File: src/design/glzw_pkg.sv
// Shared types and constants for the GIF LZW pixel decoder.
// Used by glzw_ctrl, glzw_dp and gif_lzw_pixel_decoder; depends on nothing.
package glzw_pkg;

	localparam int TABLE_ENTRIES_DEF   = 4096;
	localparam int MAX_WIDTH_DEF       = 4096;
	localparam int MAX_HEIGHT_DEF      = 4096;
	localparam int PALETTE_ENTRIES_DEF = 256;

	localparam logic [3:0] MAX_ROOT_SIZE = 4'd11;
	localparam logic [3:0] MAX_CODE_BITS = 4'd12;

	typedef enum logic [1:0] {
		MODE_PALETTE = 2'd0,
		MODE_START   = 2'd1,
		MODE_BYTE    = 2'd2,
		MODE_PIXEL   = 2'd3
	} mode_t;

	typedef enum logic [2:0] {
		ST_PIXEL   = 3'd0,
		ST_NEED    = 3'd1,
		ST_OK      = 3'd2,
		ST_END     = 3'd3,
		ST_REJECT  = 3'd4,
		ST_BADSIZE = 3'd5
	} status_t;

	localparam logic [1:0] REG_WIDTH     = 2'd0;
	localparam logic [1:0] REG_HEIGHT    = 2'd1;
	localparam logic [1:0] REG_INTERLACE = 2'd2;

	// Commands from the controller to the datapath, one cycle each.
	typedef struct packed {
		logic    load_item;
		logic    pal_write;
		logic    start;
		logic    set_end;
		logic    block_len;
		logic    shift_in;
		logic    take_code;
		logic    do_clear;
		logic    first_code;
		logic    begin_walk;
		logic    walk_step;
		logic    finish;
		logic    pop;
		logic    pix_prep;
		logic    pix_adv;
		logic    out_load;
		status_t out_status;
	} cmd_t;

	// Status from the datapath to the controller.
	typedef struct packed {
		mode_t mode;
		logic  ended;
		logic  dims_ok;
		logic  size_bad;
		logic  blk_zero;
		logic  buf_full;
		logic  stack_empty;
		logic  have_bits;
		logic  is_clear;
		logic  is_end;
		logic  prev_valid;
		logic  code_ge_clear;
		logic  code_ok;
		logic  walk_more;
	} sts_t;

	function automatic logic [3:0] pass_step(input logic [1:0] p);
		case (p)
			2'd0:    pass_step = 4'd8;
			2'd1:    pass_step = 4'd8;
			2'd2:    pass_step = 4'd4;
			default: pass_step = 4'd2;
		endcase
	endfunction

	function automatic logic [3:0] pass_first(input logic [1:0] p);
		case (p)
			2'd0:    pass_first = 4'd0;
			2'd1:    pass_first = 4'd4;
			2'd2:    pass_first = 4'd2;
			default: pass_first = 4'd1;
		endcase
	endfunction

endpackage

File: src/design/glzw_ctrl.sv
// Sequencing state machine of the GIF LZW pixel decoder.
// Depends on glzw_pkg; drives glzw_dp through cmd_t and reads sts_t.
module glzw_ctrl (
	input  logic          clk,
	input  logic          arst_n,
	input  logic          in_valid,
	output logic          in_ready,
	output logic          out_valid,
	input  logic          out_ready,
	input  glzw_pkg::sts_t sts,
	output glzw_pkg::cmd_t cmd
);
	import glzw_pkg::*;

	typedef enum logic [3:0] {
		S_IDLE, S_DISPATCH, S_FETCH, S_DECODE, S_WALK_ISSUE, S_WALK_DATA,
		S_FINISH, S_POP, S_PAL, S_PIX, S_OUT
	} state_t;

	state_t  state_q, state_n;
	status_t res_q, res_n;
	logic    out_valid_q;

	assign in_ready  = (state_q == S_IDLE);
	assign out_valid = out_valid_q;

	always_comb begin
		cmd     = '0;
		cmd.out_status = res_q;
		state_n = state_q;
		res_n   = res_q;
		case (state_q)
			S_IDLE: begin
				if (in_valid) begin
					cmd.load_item = 1'b1;
					state_n = S_DISPATCH;
				end
			end
			S_DISPATCH: begin
				state_n = S_OUT;
				res_n   = ST_OK;
				case (sts.mode)
					MODE_PALETTE: cmd.pal_write = 1'b1;
					MODE_START: begin
						if (sts.size_bad) begin
							cmd.set_end = 1'b1;
							res_n = ST_BADSIZE;
						end else begin
							cmd.start = 1'b1;
						end
					end
					MODE_BYTE: begin
						if (sts.ended) begin
							res_n = ST_REJECT;
						end else if (sts.blk_zero) begin
							cmd.block_len = 1'b1;
						end else if (sts.buf_full) begin
							res_n = ST_REJECT;
						end else begin
							cmd.shift_in = 1'b1;
						end
					end
					default: begin
						if (sts.ended || !sts.dims_ok) begin
							cmd.set_end = 1'b1;
							res_n = ST_END;
						end else if (!sts.stack_empty) begin
							state_n = S_POP;
						end else begin
							state_n = S_FETCH;
						end
					end
				endcase
			end
			S_FETCH: begin
				if (!sts.have_bits) begin
					res_n   = ST_NEED;
					state_n = S_OUT;
				end else begin
					cmd.take_code = 1'b1;
					state_n = S_DECODE;
				end
			end
			S_DECODE: begin
				if (sts.is_clear) begin
					cmd.do_clear = 1'b1;
					state_n = S_FETCH;
				end else if (sts.is_end || (!sts.prev_valid && sts.code_ge_clear) ||
					(sts.prev_valid && !sts.code_ok)) begin
					cmd.set_end = 1'b1;
					res_n   = ST_END;
					state_n = S_OUT;
				end else if (!sts.prev_valid) begin
					cmd.first_code = 1'b1;
					state_n = S_POP;
				end else begin
					cmd.begin_walk = 1'b1;
					state_n = S_WALK_ISSUE;
				end
			end
			S_WALK_ISSUE: begin
				state_n = sts.walk_more ? S_WALK_DATA : S_FINISH;
			end
			S_WALK_DATA: begin
				cmd.walk_step = 1'b1;
				state_n = S_WALK_ISSUE;
			end
			S_FINISH: begin
				cmd.finish = 1'b1;
				state_n = S_POP;
			end
			S_POP: begin
				cmd.pop = 1'b1;
				state_n = S_PAL;
			end
			S_PAL: begin
				cmd.pix_prep = 1'b1;
				state_n = S_PIX;
			end
			S_PIX: begin
				cmd.pix_adv = 1'b1;
				res_n   = ST_PIXEL;
				state_n = S_OUT;
			end
			S_OUT: begin
				if (!out_valid_q || out_ready) begin
					cmd.out_load = 1'b1;
					state_n = S_IDLE;
				end
			end
			default: state_n = S_IDLE;
		endcase
	end

	always_ff @(posedge clk or negedge arst_n) begin
		if (!arst_n) begin
			state_q     <= S_IDLE;
			res_q       <= ST_OK;
			out_valid_q <= 1'b0;
		end else begin
			state_q <= state_n;
			res_q   <= res_n;
			if (cmd.out_load)
				out_valid_q <= 1'b1;
			else if (out_ready)
				out_valid_q <= 1'b0;
		end
	end

endmodule

File: config.mk
export PLATFORM = sky130hd
export DESIGN_NAME = glzw_ctrl
export DESIGN_NICKNAME = d
export VERILOG_FILES = /design/src/design/glzw_pkg.sv /design/src/design/glzw_ctrl.sv
export SDC_FILE = /design/constraint.sdc
export NUM_CORES = 1
export LEC_CHECK = 0
export ABC_AREA = 1
export BUFFER_PORTS_ARGS = -buffer_cell sky130_fd_sc_hd__clkbuf_2
export CAP_MARGIN = 20
export CORE_ASPECT_RATIO = 0.75
export CORE_MARGIN = 2
export CORE_UTILIZATION = 40
export DETAILED_ROUTE_END_ITERATION = 7
export PLACE_DENSITY = 0.73
export SETUP_SLACK_MARGIN = 0.05
export SYNTH_ARGS = -nofsm -noshare
export SYNTH_HDL_FRONTEND = slang
export SYNTH_SLANG_ARGS = --single-unit
File: constraint.sdc
create_clock -name clk -period 2.8 [get_ports clk]
set_clock_uncertainty 0.05 [all_clocks]
set_input_delay 0.28 -clock clk [delete_from_list [all_inputs] [get_ports clk]]
set_output_delay 0.28 -clock clk [all_outputs]
set_load 0.02 [all_outputs]
After elaboration in Yosys (flattened, before gate mapping)
Index checks and enable logic that the tools add are counted.
- eq/ne operators: 17
- mux-type cells: 56
- reductions and logical operators: 18
- operators by type and width (kind ; number):
    one-hot mux 4 bit (11 select lines) ; 1
    two-way mux 4 bit ; 7
    two-way mux 1 bit ; 27
    two-way mux 3 bit ; 9
    == test 4 x 3 -> 1 bit, second input constant ; 4
    two-way mux 2 bit ; 8
    == test 4 bit, second input constant ; 3
    one-hot mux 3 bit (4 select lines) ; 1
    != test 2 bit, second input constant ; 5
    one-hot mux 3 bit (3 select lines) ; 1
    == test 4 x 2 -> 1 bit, second input constant ; 2
    == test 4 x 1 -> 1 bit, second input constant ; 1
    zero test 1 bit ; 4
    zero test 4 bit ; 1
    logical OR 1 bit ; 4
    one-hot mux 1 bit (2 select lines) ; 2
    AND reduction 4 bit ; 1
    nonzero test 4 bit ; 1
    OR reduction 3 bit ; 1
    == test 2 x 1 -> 1 bit, second input constant ; 1
    == test 2 bit, second input constant ; 1
    logical AND 1 bit ; 2
    zero test 2 bit ; 1
    AND reduction 2 bit ; 1
    other kinds (2) ; 2
- register bits after elaboration: 8
- bits of input ports: 19
- output and inout port bits: 21
- word-level logic and storage cells: 94

Longest topological paths before layout
- word-level depth: 7
- mapped depth: 9
- gate-level depth less buffers: 9

Least setup slack after synthesis
OpenSTA, ideal clock, no wires.
- path kind: register to output
- from: register state_q[1]
- to: output port cmd[14] (netlist name)
- arrival: 1.446 ns
- data required time: 2.470 ns
- setup slack: 1.024 ns
- cell stages (with the launch flop): 6
- buffers on the path: 0
- cells stage by stage: dfrtp_1 > inv_1 > nand2_1 > nor2_1 > inv_1 > nor4_1
- RTL lines (item ; RTL line ; text):
    from (decl) ; glzw_ctrl.sv:20 ; state_t state_q, state_n;
    from (signal assigned) ; glzw_ctrl.sv:141 ; state_q <= state_n;
    to (decl) ; glzw_ctrl.sv:11 ; output glzw_pkg::cmd_t cmd

==> results.json <==
{
  "hold_viol": 0,
  "initial_core_util": 0.427,
  "ys_seq_elements": 8,
  "path_class": "reg -> out",
  "synth_fp_nets": 152,
  "cp_top_family": "buffers and inverters",
  "required_ns": 2.47,
  "clkLatencyLatePin_ns": 0.26,
  "synth_seq_area_share": 0.269,
  "max-slew-margin-rel": 0.737,
  "grt_overflow": 0,
  "synth_area_leaders": "dfrtp_1, nand2_1, inv_1, nor2_1, nand3_1",
  "synth_mux_area_frac": 0,
  "cts_tree": "done",
  "dr.max_layer_used": "met4",
  "synth_edf_count": 0,
  "root_buffer": "clkbuf_4",
  "cp_slowest_cell": "dfrtp_1",
  "cts_max_level": 1,
  "wl_met3_um": 120,
  "nNetsFinal": 197,
  "die_area_um2": 2240,
  "antenna_found_initial": 0,
  "cts_made_buffers": 3,
  "setup_slack_ns": 0.923,
  "first_global_vias": 821,
  "synth-compound-area-share": 0.0768,
  "hp-class": "in -> reg",
  "synth_flop_cell": "dfrtp_1",
  "rsz0062_at_grt": "false",
  "finalCriticalPeriod_ns": 1.88,
  "synth_common_cells": "nand2_1, inv_1, nor2_1",
  "slowest_delay_ns": 0.41,
  "syn_inst": 133,
  "setup_viol_count_final": 0,
  "io_buffers": 39,
  "synth_top_family_by_area": "simple AND/OR/NAND/NOR gates",
  "fin_util": 0.574,
  "fin_setup_tns_ns": 0,
  "crit_buf_inv": 3,
  "die_w_um": 54.0,
  "grt_max_degree": 9,
  "timing.final.crit_share": 0.670,
  "synthArstFlopShare": 1.00,
  "drive_gt1_frac": 0.305,
  "syn_to_final_growth_pct": 34.6,
  "dr_wl_met2_um": 876,
  "place_inst": 194,
  "synth_simple_gate_area_frac": 0.499,
  "clk_path_buf_depth": 2,
  "cts_resized": 0,
  "core_area_um2": 1760,
  "diodes": 0,
  "dr.pass1.iters": 4,
  "wl_per_cell_um": 9.77,
  "grt_pass1_wl_mm": 3.37,
  "crit_fanout": 5,
  "cp-start-kind": "register",
  "critPathCaptureType": "primary output",
  "rows": 13,
  "clk_pin_slew_ns": 0.06,
  "cp_cell_sequence": "inv_1 -> nand2_1 -> nor2_1 -> inv_1 -> nor4_1 -> clkbuf_2",
  "gp_congestion": 0.910,
  "drt_wl_total_mm": 1.95,
  "hpwl_mm": 1.71,
  "pre_cts_slack_ns": 1.22,
  "drc": 0,
  "p_leak_nw": 0.656,
  "synth_top_area_share": 0.234,
  "ys_warn_count": 0,
  "maxSlewViolCount": 0,
  "post_dp_cell_area_um2": 972,
  "synth_adder_area_share": 0,
  "m1WireLength_um": 916,
  "synth_xor_area_frac": 0,
  "synth_area_um2": 749,
  "cpMostUsedCell": "inv_1",
  "pin_count": 40,
  "cp.arrival_ns": 1.55,
  "via_per_inst": 4.71,
  "fmax_ghz": 0.533,
  "powerDensity_nw_per_um2": 890,
  "stdcell_count": 199,
  "fin_area_um2": 1010,
  "cap_violations": 0,
  "cts_num_sinks": 8,
  "drtIter0Drc": 24,
  "vdd.ir_drop.worst_mv": 0.437,
  "vias": 938,
  "yosys.area.top_type": "dfrtp_1",
  "yosysMostFrequentCell": "nand2_1",
  "synth.distinct_cells": 17,
  "grtUsageTotal": 0.205,
  "outcome": "completed",
  "final_antenna_net_count": 0,
  "worst_slew_pin_slew_ns": 0.390,
  "syn_avg_cell_area_um2": 5.64,
  "dieHeight_um": 41.5
}
## routing by layer
layer,global-route usage,up-vias
met3,0.0719,5
met2,0.307,28
met1,0.269,406
met5,0,-
met4,0.0750,0
li1,-,499
## flip-flops by register name, indices dropped and copies added (netlist names)
register / cells
state_q: 4
out_valid: 1
res_q: 3
## stage by stage
stage | power [W] | hold WS [ns]
after floorplan | 0.000644 | -0.0656
after global placement | 0.000796 | 0.0846
after detailed placement | 0.000801 | 0.0864
after CTS | 0.000904 | 0.170
after global routing | 0.000999 | 0.193
final | 0.000897 | 0.175
## worst register-to-register path, cell delays in order (launching register included)
cell,delay (ns)
dfrtp_1,0.46
nor2_2,0.22
inv_1,0.09
nor2_2,0.10
nand2_1,0.11
o21ai_0,0.10
inv_1,0.06
nand2_1,0.06
inv_1,0.04
## placed cells by master, fill, tap and decap left out
cell and n:
nand2_2 4, nand3_2 1, clkbuf_2 39, a21oi_1 4, dfrtp_1 7, clkbuf_1 1
nand3_1 11, o211ai_1 1, dfstp_2 1, inv_1 30, nor2_1 17, nand4_1 3
o21ai_0 6, clkbuf_4 3, nor2_4 1, inv_2 1, dlygate4sd3_1 1, nor3_1 4
nand2_1 37, nor2_2 4, nor4_1 1
## power breakdown
group | switching [W] | leakage, nW | internal [W] | total (W)
registers | 0.0000506 | 0.100 | 0.000174 | 0.000225
logic | 0.000387 | 0.541 | 0.000188 | 0.000576
clock network | 0.0000422 | 0.0150 | 0.0000547 | 0.0000968
total | 0.000480 | 0.656 | 0.000417 | 0.000897
## path summary, 6_finish.rpt
path,from,end,slack (ns),depth (start not counted)
setup / recovery,state_q[1]$_DFFE_PN0P_,cmd[14],0.92,6
hold / removal,out_ready,out_valid$_DFFE_PN0P_,0.18,2
setup reg to reg,state_q[0]$_DFFE_PN0P_,state_q[0]$_DFFE_PN0P_,1.41,8
hold reg to reg,res_q[0]$_DFFE_PN0P_,res_q[0]$_DFFE_PN0P_,0.42,2
max in group asynchronous,arst_n,res_q[1]$_DFFE_PN1P_,2.11,2
min in group asynchronous,arst_n,state_q[0]$_DFFE_PN0P_,0.34,2
## timing repair
item,CTS,global route
hold endpoints to repair,7,0
setup buffers,0,0
hold buffers,1,0
## logic make-up (layout without fill, tap and decap cells)
logic type	after synthesis	after routing
flops	8	8
buf+inv	31	75
simple gates	83	83
compound gates	11	11
## area by class of cell
cell class | instances | area, µm²
clock buffer | 4 | 26.3
tap | 22 | 27.5
inverter | 31 | 116
timing repair buffer | 40 | 205
sequential | 8 | 201
fill | 187 | 748
multi-input combinational | 94 | 432
No activity file was read; power rests on OpenSTA's default activity.
